### src/rtl/bis_pkg.sv
package bis_pkg;

    localparam int PIXEL_W = 32;
    localparam int LANES = 4;
    localparam int LANE_W = 8;
    localparam int COORD_W = 8;
    localparam int POS_W = 32;
    localparam int FRAC_W = 8;
    localparam int SIZE_CFG_W = 9;
    localparam int SCALE_W = 24;

    localparam int CFG_IDX_W = 8;
    localparam int CFG_DATA_W = 24;
    localparam logic [CFG_IDX_W-1:0] CFG_SOURCE_WIDTH = 8'd0;
    localparam logic [CFG_IDX_W-1:0] CFG_SOURCE_HEIGHT = 8'd1;
    localparam logic [CFG_IDX_W-1:0] CFG_X_SCALE = 8'd2;
    localparam logic [CFG_IDX_W-1:0] CFG_Y_SCALE = 8'd3;

    localparam logic [SIZE_CFG_W-1:0] SIZE_RESET = 9'd256;
    localparam logic [SCALE_W-1:0] SCALE_RESET = 24'd65536;

    localparam logic ACT_LOAD = 1'b0;
    localparam logic ACT_SAMPLE = 1'b1;

    // Output queue and the credits that keep it from overflowing.
    localparam int FIFO_DEPTH = 8;
    localparam int FIFO_PTR_W = 3;
    localparam int CREDIT_W = 4;

    typedef struct packed {
        logic [CREDIT_W-1:0] count;
        logic                full;
    } t_fifo_stat;

endpackage

### src/rtl/bis_locate.sv
module bis_locate #(
    parameter int IW = 8,
    parameter int SZW = 9
) (
    input  logic [bis_pkg::POS_W-1:0]  i_pos,
    input  logic [SZW-1:0]             i_size,
    output logic [IW-1:0]              o_lo,
    output logic [IW-1:0]              o_hi,
    output logic [bis_pkg::FRAC_W-1:0] o_frac
);
    logic [15:0]   ip;
    logic [IW-1:0] lo;

    always_comb begin
        ip = i_pos[31:16];
        // The integer part saturates at the last column or row.
        if (32'(ip) >= 32'(i_size)) begin
            lo = IW'(32'(i_size) - 32'd1);
        end else begin
            lo = IW'(32'(ip));
        end
        o_lo = lo;
        if (32'(lo) + 32'd1 >= 32'(i_size)) begin
            o_hi = lo;
        end else begin
            o_hi = IW'(32'(lo) + 32'd1);
        end
        o_frac = i_pos[15:8];
    end
endmodule

### config.mk
export PLATFORM = sky130hd
export DESIGN_NAME = bis_locate
export DESIGN_NICKNAME = d
export VERILOG_FILES = /design/src/rtl/bis_pkg.sv /design/src/rtl/bis_locate.sv
export SDC_FILE = /design/constraint.sdc
export NUM_CORES = 1
export LEC_CHECK = 0
export ABC_AREA = 1
export BUFFER_PORTS_ARGS = -buffer_cell sky130_fd_sc_hd__buf_2
export CORE_ASPECT_RATIO = 1.5
export CORE_MARGIN = 2
export CORE_UTILIZATION = 43
export DETAILED_ROUTE_END_ITERATION = 6
export PLACE_DENSITY = 0.82
export SLEW_MARGIN = 20
export SYNTH_ARGS = -nofsm -noshare
export SYNTH_HDL_FRONTEND = slang
export SYNTH_SLANG_ARGS = --single-unit
export TNS_END_PERCENT = 30
### constraint.sdc
create_clock -name vclk -period 3.37
set_input_delay 0.1685 -clock vclk [all_inputs]
set_output_delay 0.1685 -clock vclk [all_outputs]
set_load 0.02 [all_outputs]
==> results.py, run 1 <==
metrics = {
    "synth": {
        "yosysTopAreaCellShare_pct": 22.0,
        "ys_types": 30,
        "ys_seq_area_share_pct": 0,
        "synth_nets": 250,
        "yosysTopAreaCell": "ha_1",
        "synth_common_cells": "51 x nand2_1, 29 x inv_1, 20 x ha_1",
        "syn_area_per_cell_um2": 6.02,
        "ys_warn_count": 0,
        "synth.area.top_cells": "ha_1 22%, nand2_1 17%, inv_1 9.6%",
        "yosysMostFrequentCell": "nand2_1",
        "synth_area_mm2": 0.00114,
        "synthCells": 189,
    },
    "status": {
        "first-error": "[ERROR DPL-0038] Utilization greater than 100%, impossible to legalize",
        "failed_stage": "5_1_grt",
        "status": "aborted with a tool error",
    },
    "cts": {
        "cts_hold_buf": 0,
    },
    "floorplan": {
        "die_y_um": 67.0,
        "ios": 65,
        "start_util_pct": 45.9,
        "row_count": 22,
        "die_width_um": 46.0,
    },
    "global_route": {
        "grt_max_degree": 7,
    },
    "placed_design": {
        "io_buffers": 41,
        "gp_congestion": 0.798,
        "dp_hpwl_mm": 2.82,
    },
    "timing": {
        "worstEndpointGrtRepair": "o_hi[2]",
        "worst_path_end_type": "top-level output",
    },
}
==> per-stage QoR <==
step                instance area (µm²)  setup WS [ns]  hold WS [ns]  instances
floorplan                          1230        0.00617         0.450        189
global placement                   1780        -0.0972         0.337        296
detailed placement                 1780         -0.180         0.337        296
CTS                                2150        -0.0379         0.337        314
==> cells by family after synthesis <==
kind of cell	share of synthesized area (%)
AOI/OAI and AO/OA	8.69
xor gates and xnor gates	4.62
adders and majority gates	22.0
and+or+nand+nor	48.4
buffers and inverters	16.3
==> timing repair <==
| item | in CTS |
|---|---|
| setup buffers | 18 |
| endpoints found under the hold margin | 0 |
| endpoints found under the setup margin | 8 |
| pin swaps | 26 |
| gates resized for setup | 44 |
| gates cloned | 0 |
==> inputs of run 2 (changes only) <==
--- a/config.mk
+++ b/config.mk
@@ -7,11 +7,10 @@
 export LEC_CHECK = 0
 export ABC_AREA = 1
 export BUFFER_PORTS_ARGS = -buffer_cell sky130_fd_sc_hd__buf_2
-export CORE_ASPECT_RATIO = 1.5
-export CORE_MARGIN = 2
-export CORE_UTILIZATION = 43
+export CORE_AREA = 2 2 63 65
 export DETAILED_ROUTE_END_ITERATION = 6
-export PLACE_DENSITY = 0.82
+export DIE_AREA = 0 0 65 67
+export PLACE_DENSITY_LB_ADDON = 0.15
 export SLEW_MARGIN = 20
 export SYNTH_ARGS = -nofsm -noshare
 export SYNTH_HDL_FRONTEND = slang
==> constraint.sdc (replaced) <==
create_clock -name vclk -period 4.4
set_input_delay 0.22 -clock vclk [all_inputs]
set_output_delay 0.22 -clock vclk [all_outputs]
set_load 0.02 [all_outputs]
==> results.py, run 2 <==
metrics = {
    "timing": {
        "slew_violations": 0,
        "max_freq_mhz": 251,
        "setup_viol": 0,
        "rsz0062_at_grt": "no",
        "maxSlewHeadroom_pct": 64.9,
        "worst_pin_slew_ns": 0.523,
        "period_needed_ns": 3.99,
        "setup_tns_ns": 0,
        "hold_viol_final": 0,
        "layout_worst_path_cycle_share_pct": 90.6,
    },
    "detailed_routing": {
        "viasPerCell": 4.39,
        "postRouteAntennaNets": 0,
        "drtIter0Drc": 51,
        "num_vias": 1193,
        "drc": 0,
        "firstDrtPassIters": 4,
        "routedWlPerCell_um": 9.94,
        "drt-total-wl_mm": 2.70,
    },
    "placed_design": {
        "gp_congestion": 0.696,
        "dp_hpwl_mm": 2.47,
        "dp_cells": 272,
        "io_buffers": 41,
    },
    "min_path": {
        "whs_path_depth": 0,
        "hp-class": "input port to primary output",
    },
    "floorplan": {
        "core-area_mm2": 0.00361,
        "row_count": 22,
        "ios": 65,
        "die_area_mm2": 0.00436,
        "die_width_um": 65,
        "die_y_um": 67,
        "start_util_pct": 31.5,
    },
    "finish": {
        "final_cell_mix": "50 x nand2_1, 41 x buf_2, 29 x inv_1",
        "seq_cells": 0,
        "final_common_cell": "nand2_1",
        "drive_gt1_share_pct": 29.9,
        "seq_area_um2": 0,
        "nClkBuffers": 0,
        "fillers": 433,
        "syn2layout_area_growth_pct": 19.6,
        "antenna_cells": 0,
        "fin_nets": 287,
        "fin_cells": 272,
    },
    "critical_path": {
        "path_cells": "buf_2 -> inv_1 -> ha_1 -> or2_4 -> nor4_4 -> nand3_1 -> nand2_1 -> ha_1 -> inv_1 -> nor2_2 -> nand2_1 -> and2_1 -> ha_1 -> nand4_1 -> or3b_2 -> nand4_2 -> inv_1 -> o21ai_0 -> buf_2",
        "crit_fanout": 7,
        "critPathTopFamily": "simple AND/OR/NAND/NOR gates",
        "cp.depth": 19,
        "path_class": "input port to primary output",
        "crit_slowest_cell": "nor4_4",
        "cpPeakStageDelay_ns": 0.47,
        "endpoint_kind": "primary output",
        "arrival_ns": 3.77,
        "required_ns": 4.18,
        "cp-start-kind": "input port",
        "path_buf_inv": 5,
    },
    "pwr": {
        "power_leakage_uw": 0.000779,
        "power_uw": 178,
        "power_density_mw_per_mm2": 131,
        "ir_worst_vdd_mv": 0.0649,
    },
    "cts": {
        "cts_setup_buffers": 0,
        "cts_resized": 0,
        "cts_hold_buf": 0,
    },
    "synth": {
        "yosysMostFrequentCell": "nand2_1",
        "ys_seq_area_share_pct": 0,
        "yosysTopAreaCellShare_pct": 22.0,
        "ys_types": 30,
        "synth.area.top_cells": "ha_1 22%, nand2_1 17%, inv_1 9.6%",
        "synth_common_cells": "51 x nand2_1, 29 x inv_1, 20 x ha_1",
        "syn_area_per_cell_um2": 6.02,
        "synthCells": 189,
        "yosysTopAreaCell": "ha_1",
        "synth_area_mm2": 0.00114,
        "synth_nets": 250,
        "ys_warn_count": 0,
    },
    "global_route": {
        "overflow": 0,
        "grt_pass1_wl_mm": 4.83,
        "grt_usage_pct": 13.4,
        "grt_max_degree": 8,
        "grt_pass1_vias": 1100,
        "antenna_found_initial": 0,
    },
    "status": {
        "status": "finished, final reports clean",
    },
    "job": {
        "cap_violations": 0,
    },
}
==> run 2: cell type report <==
class | count | area [µm²] | share of cell area, %
repair buffers | 43 | 220 | 16.2
well taps | 48 | 60.1 | 4.42
multi-input cells | 149 | 955 | 70.2
inverters | 32 | 125 | 9.20
==> run 2: stage by stage <==
step | utilization [%] | hold WS, ns | instance area [µm²] | setup slack [ns]
finish | 37.7 | 0.440 | 1360 | 0.412
global route | 37.7 | 0.440 | 1360 | 0.0876
CTS | 37.6 | 0.440 | 1360 | 0.299
detailed placement | 37.6 | 0.440 | 1360 | 0.291
global placement | 37.6 | 0.440 | 1360 | 0.299
floorplan | - | 0.553 | 1140 | 0.471
==> run 2: cells by family (layout without fill, tap and decap cells) <==
group	after synthesis	after routing	share of synthesized area, %
XOR/XNOR	6	6	4.62
adder cells (fa/ha/maj)	20	20	22.0
AO/OA/AOI/OAI	16	16	8.69
buffers and inverters	40	75	16.3
AND/OR/NAND/NOR	107	107	48.4
==> run 2: path summary, 6_finish.rpt <==
path | startpoint | endpoint | slack [ns]
setup / recovery | i_size[8] | o_hi[3] | 0.41
hold / removal | i_pos[8] | o_frac[0] | 0.44
==> run 2: power breakdown <==
| group | switching, µW | total, µW | internal, µW |
|---|---|---|---|
| registers | 0 | 0 | 0 |
| clock network | 0 | 0 | 0 |
| logic | 110 | 178 | 67.5 |
| total | 110 | 178 | 67.5 |
==> run 2: layer usage <==
metal	up-vias	wire length (µm)	GRT usage, %	part of all wire (%)
met1	488	1410	19.2	52
li1	676	-	-	-
met3	2	131	0	4.8
met5	-	0	0	0
met4	0	2	0.266	0.074
met2	27	1160	23.7	43
No activity file was read; power rests on OpenSTA's default activity.
