$ cat config.mk
export PLATFORM = sky130hd
export DESIGN_NAME = bis_fifo
export DESIGN_NICKNAME = d
export VERILOG_FILES = /design/src/rtl/bis_pkg.sv /design/src/rtl/bis_fifo.sv
export SDC_FILE = /design/constraint.sdc
export NUM_CORES = 1
export LEC_CHECK = 0
export BUFFER_PORTS_ARGS = -buffer_cell sky130_fd_sc_hd__clkbuf_2
export CORE_UTILIZATION = 38
export DETAILED_ROUTE_END_ITERATION = 10
export PLACE_DENSITY = 0.66
export SYNTH_ARGS = -nofsm -noshare
export SYNTH_HDL_FRONTEND = slang
export SYNTH_SLANG_ARGS = --single-unit
$ cat constraint.sdc
create_clock -name i_clk -period 3.4 [get_ports i_clk]
set_input_delay 0.68 -clock i_clk [delete_from_list [all_inputs] [get_ports i_clk]]
set_output_delay 0.68 -clock i_clk [all_outputs]
set_load 0.02 [all_outputs]
$ cat src/rtl/bis_pkg.sv
package bis_pkg;

    localparam int PIXEL_W = 32;
    localparam int LANES = 4;
    localparam int LANE_W = 8;
    localparam int COORD_W = 8;
    localparam int POS_W = 32;
    localparam int FRAC_W = 8;
    localparam int SIZE_CFG_W = 9;
    localparam int SCALE_W = 24;

    localparam int CFG_IDX_W = 8;
    localparam int CFG_DATA_W = 24;
    localparam logic [CFG_IDX_W-1:0] CFG_SOURCE_WIDTH = 8'd0;
    localparam logic [CFG_IDX_W-1:0] CFG_SOURCE_HEIGHT = 8'd1;
    localparam logic [CFG_IDX_W-1:0] CFG_X_SCALE = 8'd2;
    localparam logic [CFG_IDX_W-1:0] CFG_Y_SCALE = 8'd3;

    localparam logic [SIZE_CFG_W-1:0] SIZE_RESET = 9'd256;
    localparam logic [SCALE_W-1:0] SCALE_RESET = 24'd65536;

    localparam logic ACT_LOAD = 1'b0;
    localparam logic ACT_SAMPLE = 1'b1;

    // Output queue and the credits that keep it from overflowing.
    localparam int FIFO_DEPTH = 8;
    localparam int FIFO_PTR_W = 3;
    localparam int CREDIT_W = 4;

    typedef struct packed {
        logic [CREDIT_W-1:0] count;
        logic                full;
    } t_fifo_stat;

endpackage

$ cat src/rtl/bis_fifo.sv
module bis_fifo (
    input  logic                        i_clk,
    input  logic                        i_rst_n,
    input  logic                        i_push,
    input  logic [bis_pkg::PIXEL_W-1:0] i_data,
    input  logic                        i_pop,
    output logic                        o_valid,
    output logic [bis_pkg::PIXEL_W-1:0] o_data,
    output bis_pkg::t_fifo_stat         o_stat
);
    logic [bis_pkg::PIXEL_W-1:0]    r_mem [bis_pkg::FIFO_DEPTH];
    logic [bis_pkg::FIFO_PTR_W-1:0] r_wr;
    logic [bis_pkg::FIFO_PTR_W-1:0] r_rd;
    logic [bis_pkg::CREDIT_W-1:0]   r_count;
    logic                           pop;

    function automatic logic [bis_pkg::CREDIT_W-1:0] CREDIT_ONE(input logic b);
        return {{(bis_pkg::CREDIT_W-1){1'b0}}, b};
    endfunction

    assign pop = i_pop && (r_count != '0);

    always_ff @(posedge i_clk) begin
        if (!i_rst_n) begin
            r_wr <= '0;
            r_rd <= '0;
            r_count <= '0;
        end else begin
            if (i_push) begin
                r_wr <= r_wr + 1'b1;
            end
            if (pop) begin
                r_rd <= r_rd + 1'b1;
            end
            r_count <= r_count + CREDIT_ONE(i_push) - CREDIT_ONE(pop);
        end
        if (i_push) begin
            r_mem[r_wr] <= i_data;
        end
    end

    assign o_valid = (r_count != '0);
    assign o_data = r_mem[r_rd];
    assign o_stat.count = r_count;
    assign o_stat.full = (32'(r_count) == bis_pkg::FIFO_DEPTH);
endmodule

### Yosys cells after proc, flatten, opt, wreduce, memory -nomap -nowiden

Memory sizes are Yosys's and may differ from the RTL's. A register that Yosys moved wholly into a read port is not among the register bits.
Index checks and enable logic that the tools add are counted.

| word-level totals | value |
|---|---|
| logic and storage cells | 15 |
| RAM bits | 256 |
| input port bits | 36 |
| memories kept | 1 |
| flip-flop bits (word level) | 10 |

| operators by class | value |
|---|---|
| equal/unequal tests | 1 |
| reduce and logical (&&, ||, !) cells | 2 |
| mux-type cells | 4 |
| $add $sub $neg | 4 |

Memory list:

| memory | words | width | read ports | clocked after memory_dff | write ports | line | source |
|---|---|---|---|---|---|---|---|
| r_mem | 8 | 32 | 1 | 1 | 1 | bis_fifo.sv:11 | `logic [bis_pkg::PIXEL_W-1:0] r_mem [bis_pkg::FIFO_DEPTH];` |

Operators with widths:

| cell | count |
|---|---|
| 3-bit by 1-bit adder with 3-bit output, second input constant | 2 |
| 3-bit two-way mux | 2 |
| 4-bit by 1-bit adder with 4-bit output | 1 |
| 4-bit equality test, second input constant | 1 |
| 4-bit nonzero test | 1 |
| 4-bit by 1-bit subtractor with 4-bit output | 1 |
| 1-bit two-way mux | 2 |
| 1-bit logical AND | 1 |

### Longest topological paths before layout

| logic depth | value |
|---|---|
| depth in word-level cells | 4 |
| gate-level depth with buffers | 10 |

### Least setup slack after synthesis

OpenSTA, ideal clock, no wires.

| path | value |
|---|---|
| path kind | input -> register |
| start point | input i_push |
| end point | memory r_mem[0][0] in the netlist's numbering, enable pin |
| arrival time | 2.980 ns |
| buffers on the path | 0 |
| setup slack | -0.041 ns |
| stages on the path | 2 |
| setup time | 0.461 ns |
| cell sequence | nand2b_1 -> nor3_1 |

| between the ends | value |
|---|---|
| word-level cells in the longest chain between the ends | 2 |

Ends and longest elaborated chain:

| item | line | source |
|---|---|---|
| start: declaration | bis_fifo.sv:4 | `input logic i_push,` |
| 1-bit two-way mux | bis_fifo.sv:37 | `if (i_push) begin` |
| 1-bit two-way mux (not written as such) | bis_fifo.sv:38 | `r_mem[r_wr] <= i_data;` |
| end: declaration | bis_fifo.sv:11 |  |

Every way passes these cells.

==> impl_metrics.json <==
{
  "wl_met3_um": 1160,
  "grt_pass1_vias": 5002,
  "cp.arrival_ps": 2460,
  "area_delta_synth_final_pct": 17.9,
  "synth_top_area_cell": "edfxtp_1",
  "nFillCells": 2183,
  "cp-end-kind": "output pin",
  "grt_max_degree": 38,
  "wl_per_cell_um": 21.3,
  "dominantRegCellSynth": "edfxtp_1",
  "crit_end": "o_data[5]",
  "synth_area_leaders": "edfxtp_1 74%, mux4_1 10%, mux4_2 5.2%",
  "cts_buffers": 27,
  "port_buffers": 73,
  "cts.clk_slew.worst_paths_ps": 60,
  "h-tree-depth": 1,
  "routed_wl_um": 19300,
  "crit_type": "flop to output pin",
  "clk_path_buf_depth": 3,
  "wl_met1_um": 8040,
  "syn_inst": 444,
  "numClockSinks": 269,
  "final_util_pct": 45.7,
  "drive_gt1_share_pct": 35.2,
  "async_reset_ff_share_pct": 0,
  "rsz0062_at_grt": "no",
  "cts.root.buffer_cell": "clkbuf_16",
  "route.detailed.drc": 0,
  "start_util_pct": 38.8,
  "grt_use_total_pct": 14.0,
  "max_freq_mhz": 319,
  "avgSynthCellArea_um2": 23.5,
  "ant_nets": 0,
  "synth_cell_types": 28,
  "fin_tns_setup_ps": 0,
  "rows": 60,
  "maxUsedRoutingLayer": "met4",
  "die-area_um2": 28200,
  "whs_ps": 418,
  "via_per_inst": 5.13,
  "initialDrtViolationCount": 213,
  "crit_required_ps": 2720,
  "route.vias.total": 4649,
  "cts_setup_buffers": 0,
  "firstDrtPassIters": 4,
  "synth-edff-count": 256,
  "cts_resized": 0,
  "mostFrequentLayoutCells": "256 x edfxtp_1, 73 x clkbuf_2, 40 x mux4_1, 32 x mux2_2, 27 x clkbuf_16",
  "r2r_end": "r_count[3]$_SDFF_PN0_",
  "dp_hpwl_um": 11600,
  "die_w_um": 168,
  "die_h_um": 168,
  "reg2reg_depth": 9,
  "grt_pass1_wl_um": 29600,
  "yosys_warnings": 0,
  "finalHoldViolations": 0,
  "synth_top_area_share_pct": 73.6,
  "period_share_pct": 92.2,
  "outcome": "finished, final reports clean",
  "layout.nets": 588,
  "final_common_cell": "edfxtp_1",
  "final_max_slew_viol_count": 0,
  "dr_wl_met2_um": 9870,
  "period_needed_ps": 3140,
  "irDropWorstVdd_mv": 0.381,
  "setup-violations-final": 0,
  "syn_area_um2": 10500,
  "cts_hold_buf": 0,
  "post-place-ws_ps": 811,
  "reg2reg_slack_ps": 1060,
  "place.gp.congestion": 0.687,
  "maxCapViolCount": 0,
  "synth-seq-cells": 269,
  "whs_path_depth": 1,
  "crit_fanout": 16,
  "clock_latency_ps": 540,
  "start_kind": "flop",
  "ys_seq_area_share_pct": 76.1,
  "syn_nets": 488,
  "coreArea_um2": 27000,
  "r2r_start": "r_count[2]$_SDFF_PN0_",
  "antenna_found_initial": 1,
  "setup_slack_ps": 264,
  "io_pins": 74,
  "slew_headroom_pct": 59.9,
  "fin_skew_ps": 12.4,
  "leakagePower_uw": 0.00408,
  "tritoncts": "built",
  "tightest_slew_ps": 600,
  "overflow": 0,
  "p_per_area_nw_per_um2": 659,
  "hp-class": "primary input to flop"
}
-- cells in the mapped netlist, types with 2 or more instances --
cell type  instances
xnor2_1            2
mux4_1            40
nor2_1             7
ha_1               7
nor2b_1            2
nor3_1             2
mux2i_1            9
edfxtp_1         256
nand2b_1           6
dfxtp_1           13
mux4_2            24
buf_6              7
and2_1             4
nand2_1            9
mux2_2            32
buf_1              9
inv_1              4
-- routing by layer --
metal | global-route usage (%) | vias to the layer above
li1 | - | 2093
met1 | 17.7 | 2422
met2 | 24.7 | 109
met3 | 3.17 | 25
met4 | 2.99 | 0
met5 | 0 | -
-- logic make-up (layout without fill, tap and decap cells) --
group / Yosys count / in the layout / share of synthesized area (%)
flops: 269 / 269 / 76.1
mux: 105 / 105 / 19.5
simple gates: 34 / 34 / 1.65
buf+inv: 23 / 144 / 1.35
fa+ha+maj: 8 / 8 / 1.03
xor+xnor: 3 / 3 / 0.251
compound gates: 2 / 2 / 0.120
other cells: 0 / 1 / 0
-- power by group --
| group | internal (µW) | total (µW) | switching [µW] |
|---|---|---|---|
| registers | 3750 | 3820 | 77.3 |
| clock network | 1800 | 2990 | 1190 |
| logic | 609 | 1310 | 701 |
| total | 6150 | 8120 | 1970 |
-- worst min-delay path by stage --
stage	end	slack [ps]	from
finish	r_mem[3][8]$_DFFE_PP_	420	i_data[8]
floorplan	flop	460	r_rd[2]$_SDFFE_PN0P_
detailed placement	flop	500	r_rd[0]$_SDFFE_PN0P_
CTS	r_mem[6][8]$_DFFE_PP_	400	i_data[8]
global placement	r_rd[2]$_SDFFE_PN0P_	460	r_rd[2]$_SDFFE_PN0P_
global route	r_mem[5][8]$_DFFE_PP_	400	i_data[8]
-- stage by stage --
stage               power, µW  cell area [µm²]  std cells
finish                   8120            12300        907
CTS                      8200            12300        906
global placement         5190            11400        856
floorplan                4810            10500        444
detailed placement       5230            11400        856
global route             8420            12300        906
-- worst max-delay path: stages, from the launching register on --
cell	delay, ps
dfxtp_4	520
buf_4	320
mux4_1	580
mux2_2	320
clkbuf_2	170
-- sequential cells by signal (all words and copies together) (netlist names), named ones only --
name / count
r_count: 4
r_rd: 3
r_wr: 3
r_mem: 256
-- cell type report --
type / count / area (µm²) / area share, %
inverters: 4 / 15.0 / 0.122
flip-flops and latches: 269 / 7960 / 64.6
multi-input cells: 152 / 2430 / 19.7
diodes: 1 / 2.50 / 0.0203
repair buffers: 90 / 581 / 4.71
clock inverters: 15 / 191 / 1.55
well taps: 341 / 427 / 3.46
clock buffers: 35 / 716 / 5.81
No activity file was read; power rests on OpenSTA's default activity.
