`config.mk`:
```
export PLATFORM = sky130hd
export DESIGN_NAME = bis_blend
export DESIGN_NICKNAME = d
export VERILOG_FILES = /design/src/rtl/bis_pkg.sv /design/src/rtl/bis_blend.sv
export SDC_FILE = /design/constraint.sdc
export NUM_CORES = 2
export LEC_CHECK = 0
export ABC_AREA = 0
export ABC_CLOCK_PERIOD_IN_PS = 8300
export BUFFER_PORTS_ARGS = -buffer_cell sky130_fd_sc_hd__buf_2
export CAP_MARGIN = 20
export CORE_ASPECT_RATIO = 0.6
export CORE_UTILIZATION = 45
export CTS_BUF_LIST = sky130_fd_sc_hd__clkbuf_16
export DETAILED_ROUTE_END_ITERATION = 10
export GPL_TIMING_DRIVEN = 1
export HOLD_SLACK_MARGIN = 0.02
export SYNTH_ARGS = -nofsm -noshare
export SYNTH_HDL_FRONTEND = slang
export SYNTH_SLANG_ARGS = --single-unit
```
`constraint.sdc`:
```
create_clock -name i_clk -period 8.3 [get_ports i_clk]
set_input_delay 0.83 -clock i_clk [delete_from_list [all_inputs] [get_ports i_clk]]
set_output_delay 0.83 -clock i_clk [all_outputs]
set_load 0.02 [all_outputs]
```
`src/rtl/bis_pkg.sv`:
```
package bis_pkg;

    localparam int PIXEL_W = 32;
    localparam int LANES = 4;
    localparam int LANE_W = 8;
    localparam int COORD_W = 8;
    localparam int POS_W = 32;
    localparam int FRAC_W = 8;
    localparam int SIZE_CFG_W = 9;
    localparam int SCALE_W = 24;

    localparam int CFG_IDX_W = 8;
    localparam int CFG_DATA_W = 24;
    localparam logic [CFG_IDX_W-1:0] CFG_SOURCE_WIDTH = 8'd0;
    localparam logic [CFG_IDX_W-1:0] CFG_SOURCE_HEIGHT = 8'd1;
    localparam logic [CFG_IDX_W-1:0] CFG_X_SCALE = 8'd2;
    localparam logic [CFG_IDX_W-1:0] CFG_Y_SCALE = 8'd3;

    localparam logic [SIZE_CFG_W-1:0] SIZE_RESET = 9'd256;
    localparam logic [SCALE_W-1:0] SCALE_RESET = 24'd65536;

    localparam logic ACT_LOAD = 1'b0;
    localparam logic ACT_SAMPLE = 1'b1;

    // Output queue and the credits that keep it from overflowing.
    localparam int FIFO_DEPTH = 8;
    localparam int FIFO_PTR_W = 3;
    localparam int CREDIT_W = 4;

    typedef struct packed {
        logic [CREDIT_W-1:0] count;
        logic                full;
    } t_fifo_stat;

endpackage

```
`src/rtl/bis_blend.sv`:
```
module bis_blend (
    input  logic                       i_clk,
    input  logic                       i_rst_n,
    input  logic                       i_valid,
    input  logic [bis_pkg::PIXEL_W-1:0] i_p00,
    input  logic [bis_pkg::PIXEL_W-1:0] i_p10,
    input  logic [bis_pkg::PIXEL_W-1:0] i_p01,
    input  logic [bis_pkg::PIXEL_W-1:0] i_p11,
    input  logic [bis_pkg::FRAC_W-1:0] i_fx,
    input  logic [bis_pkg::FRAC_W-1:0] i_fy,
    output logic                       o_valid,
    output logic [bis_pkg::PIXEL_W-1:0] o_pixel
);
    logic                        r_e_valid;
    logic [15:0]                 r_top [bis_pkg::LANES];
    logic [15:0]                 r_bot [bis_pkg::LANES];
    logic [bis_pkg::FRAC_W-1:0]  r_fy;
    logic                        r_f_valid;
    logic [bis_pkg::PIXEL_W-1:0] r_pixel;
    logic [15:0]                 n_top [bis_pkg::LANES];
    logic [15:0]                 n_bot [bis_pkg::LANES];
    logic [bis_pkg::PIXEL_W-1:0] n_pixel;
    logic [8:0]                  wx;
    logic [8:0]                  wy;
    logic [24:0]                 sum;

    always_comb begin
        wx = 9'd256 - {1'b0, i_fx};
        for (int l = 0; l < bis_pkg::LANES; l++) begin
            n_top[l] = 16'(17'(wx) * 17'(i_p00[l*8 +: 8]) + 17'(i_fx) * 17'(i_p10[l*8 +: 8]));
            n_bot[l] = 16'(17'(wx) * 17'(i_p01[l*8 +: 8]) + 17'(i_fx) * 17'(i_p11[l*8 +: 8]));
        end
    end

    always_comb begin
        wy = 9'd256 - {1'b0, r_fy};
        sum = '0;
        n_pixel = '0;
        for (int l = 0; l < bis_pkg::LANES; l++) begin
            sum = 25'(wy) * 25'(r_top[l]) + 25'(r_fy) * 25'(r_bot[l]);
            n_pixel[l*8 +: 8] = sum[23:16];
        end
    end

    always_ff @(posedge i_clk) begin
        if (!i_rst_n) begin
            r_e_valid <= 1'b0;
            r_f_valid <= 1'b0;
        end else begin
            r_e_valid <= i_valid;
            r_f_valid <= r_e_valid;
        end
        r_top <= n_top;
        r_bot <= n_bot;
        r_fy <= i_fy;
        r_pixel <= n_pixel;
    end

    assign o_valid = r_f_valid;
    assign o_pixel = r_pixel;
endmodule

```
== Word-level counts from Yosys, hierarchy flattened ==
Index checks and enable logic that the tools add are counted.
Operators by class
  $add $sub $neg: 14
  multiply operators: 24
Operators with widths (count)
  $add 16x16->16: 8
  $mul 8x8->16: 8
  $mul 9x8->16: 8
  $add 24x24->24: 4
  $mul 8x16->24: 4
  $mul 9x16->24: 4
  $sub 9x8->9 const A: 2
Word-level totals
  flip-flop bits (word level): 170
  bits of input ports: 147
  word-level logic and storage cells: 50

== Depth between registers and ports, before layout ==
  depth after elaboration: 3
  depth in mapped cells: 28

== Worst setup path after synthesis ==
Ideal clock, no wire load.
  path type: input port to flip-flop
  start: in i_fx[1] (netlist name)
  end: reg r_top[47] (netlist name)
  arrival time: 7.457 ns
  required time: 8.186 ns
  setup slack: 0.729 ns
  cell stages on the path: 24
  path through: clkbuf_1 clkbuf_1 inv_1 ha_1 or3b_4 xor2_1 clkbuf_1 nand2_1 fa_1 fa_1 inv_1 fa_1 fa_1 fa_1 inv_1 fa_1 inv_1 ha_1 or2_2 a21oi_1 o31ai_1 o41ai_1 mux2i_1 a2111oi_0
RTL lines
  from (decl): line bis_blend.sv:9  | input logic [bis_pkg::FRAC_W-1:0] i_fx,
  to (signal assigned): line bis_blend.sv:53  | r_top <= n_top;
  to (decl): line bis_blend.sv:15  | logic [15:0] r_top [bis_pkg::LANES];

== Final worst setup path ==
  start: reg r_fy[6] (netlist name)
  end: reg r_pixel, in the netlist o_pixel[6]
On the way
  word-level cells in the longest chain between the ends: 3
  elaborated cells on any way between the ends: 4
Ends and longest elaborated chain
  from (decl): line bis_blend.sv:17  | logic [bis_pkg::FRAC_W-1:0] r_fy;
  from (signal assigned): line bis_blend.sv:55  | r_fy <= i_fy;
  $sub 9x8->9: line bis_blend.sv:36  | wy = 9'd256 - {1'b0, r_fy};
  $mul 9x16->24: line bis_blend.sv:40  | sum = 25'(wy) * 25'(r_top[l]) + 25'(r_fy) * 25'(r_bot[l]);
  $add 24x24->24 *: line bis_blend.sv:40
  named net n_pixel, one bit: line bis_blend.sv:22  | logic [bis_pkg::PIXEL_W-1:0] n_pixel;
  to (signal assigned): line bis_blend.sv:56  | r_pixel <= n_pixel;
  to (decl): line bis_blend.sv:19  | logic [bis_pkg::PIXEL_W-1:0] r_pixel;
Mark *: on every way through the listed nets, which the timed path passes. The rest lies on a longest branch.
A chain may end at the register's enable or synchronous reset.

==> flow_summary.ini <==
[critical_path]
cp_top_family = adder cells
path_buf_inv = 6
slowest_delay_ns = 0.99
cp-end-kind = flop
start_kind = flop
worst_path_max_delay_cell = dfxtp_2
path_max_fanout = 33
arrival_ns = 8.30
cp_common_cell = fa_1
critical_path_class = reg2reg
required_ns = 8.72
path_cells = nor4_1, buf_4, xnor2_4, and2_1, fa_1, inv_1, fa_1, fa_1, inv_1, fa_1, fa_1, inv_1, fa_1, inv_1, ha_1, a21o_1, a21oi_1, o211ai_1, a2111oi_0, buf_4, o31ai_1, xor2_1

[timing]
relSlewSlack_pct = 26.0
fin_tns_setup_ns = 0
fmax_ghz = 0.127
slew_viol_final = 0
finClkSkew_ns = 0.0246
setup_slack_ns = 0.422
setup_viol = 0
hold_ws_ns = 0.395
rsz0062_at_grt = false
period_share_pct = 94.9
worstMarginPinSlew_ns = 1.10
period_needed_ns = 7.88
final_hold_viol_count = 0

[run_status]
status = complete, no violations

[clock_network]
clk_latency_ns = 0.55
ctsHoldBuffers = 0
cts_setup_buffers = 0
root_buffer = clkbuf_16
clock_path_buffers = 2
cts_resized = 0
h-tree-depth = 4
numCtsBuffers = 17
cts_tree = yes
clk_pin_slew_ns = 0.08
cts.sinks = 170

[placement]
io_buffer_count = 179
dp_cells = 10234
dpl.hpwl_um = 165000
gp_congestion = 0.906
pre_cts_slack_ns = 0.344

[grt]
antenna_found_initial = 18
grt_max_degree = 129
grt_pass1_vias = 55459
grt_pass1_wl_um = 324000
grt_overflow = 0
track_usage_pct = 25.9

[route]
drc = 0
dr.pass1.iters = 6
drtIter0Drc = 3728
wire_per_inst_um = 19.7
viasPerCell = 5.01
ant_nets = 0
wirelength_um = 203000
routed-via-count = 51466

[final_layout]
nets = 10740
layout-drive-gt1-share_pct = 4.06
final_cell_mix = inv_1 (2244), fa_1 (1688), and2_1 (1165)
syn2layout_area_growth_pct = 5.21
final_common_cell = inv_1
final_cells = 10275
num-fill-cells = 15376

[die]
die_area_um2 = 164000
fp-row-count = 114
start_util_pct = 45.3
coreArea_um2 = 161000
die-height_um = 314
io-pin-count = 180
die_x_um = 522

[synth]
netlist_area_um2 = 73000
synthFlopType = dfxtp_1
ys_ff_latch = 170
synth_area_per_cell_um2 = 8.95
yosysUniqueCellTypes = 62
synth_cells = 8153
synth_nets = 10786
postSynth.asyncResetShare_pct = 0
synth_enable_flop_cells = 0
yosys_warnings = 0
ys_seq_area_share_pct = 4.66

[job]
max_cap_violations = 0

[hold_path]
hp-class = in2reg
-- flip-flops by register name (all words and copies together) (netlist names) --
signal	flops
o_pixel	32
o_valid	1
r_bot	64
r_e_valid	1
r_fy	8
r_top	64
-- final cells by class --
type | instances | area [um^2] | share of cell area (%)
Clock buffer | 17 | 425 | 0.554
Multi-Input combinational cell | 5420 | 60100 | 78.3
Inverter | 2244 | 8420 | 11.0
Antenna cell | 9 | 22.5 | 0.0293
Timing Repair Buffer | 254 | 1510 | 1.97
Clock inverter | 15 | 191 | 0.249
Sequential cell | 170 | 3420 | 4.45
Tap cell | 2146 | 2690 | 3.50
-- cell families after synthesis --
| kind of cell | count (synthesis) | share of synthesized area [%] |
|---|---|---|
| AO/OA/AOI/OAI | 285 | 2.56 |
| XOR/XNOR | 210 | 2.54 |
| adder cells (fa/ha/maj) | 2486 | 60.0 |
| buffers and inverters | 2563 | 13.2 |
| flip-flops | 170 | 4.66 |
| multiplexers | 2 | 0.0274 |
| AND/OR/NAND/NOR | 2437 | 17.0 |
-- synth_stat cells (7+ instances only) --
library cell / number / area [um^2]
nand2_1: 1073 / 4030
clkbuf_1: 232 / 871
or2_2: 11 / 68.8
a21o_1: 25 / 188
nor3_1: 42 / 210
buf_1: 86 / 323
inv_1: 2244 / 8420
a41oi_1: 7 / 61.3
nor2_1: 41 / 154
a31oi_1: 7 / 43.8
fa_1: 1688 / 33800
or3_1: 19 / 119
ha_1: 798 / 9980
o21a_1: 11 / 82.6
nand3_1: 32 / 160
o31ai_1: 10 / 75.1
nor2b_1: 7 / 43.8
xor2_1: 67 / 587
a21oi_1: 89 / 445
o21bai_1: 28 / 210
dfxtp_1: 170 / 3400
and2_1: 1165 / 7290
and3_1: 21 / 131
o21ai_0: 45 / 225
a211oi_1: 13 / 97.6
xnor2_1: 141 / 1230
-- metal layers --
metal / up-vias / global-route usage (%) / part of all wire (%)
li1: 23243 / - / -
met1: 26105 / 40.1 / 49
met2: 1979 / 34.7 / 38
met3: 133 / 9.02 / 12
met4: 6 / 4.26 / 1.2
met5: - / 0.575 / 0.075
-- metrics by stage --
| step | cell area [um^2] | util [%] |
|---|---|---|
| 6_report | 76800 | 47.7 |
| 5_1_grt | 76800 | 47.7 |
| 4_1_cts | 76700 | 47.7 |
| 3_5_place_dp | 76100 | 47.3 |
| 3_3_place_gp | 76100 | 47.3 |
| 2_1_floorplan | 73000 | - |
-- final timing paths --
check	depth (start not counted)	to	slack, ns	startpoint
setup / recovery	22	o_pixel[6]	0.42	r_fy[6]
hold / removal	1	r_fy[5]	0.39	i_fy[5]
setup reg to reg	22	o_pixel[6]	0.42	r_fy[6]
hold reg to reg	1	o_valid	0.44	r_e_valid
Power is not shown: default switching activity piles up to over one toggle a cycle in this logic, so the estimate is an artifact.
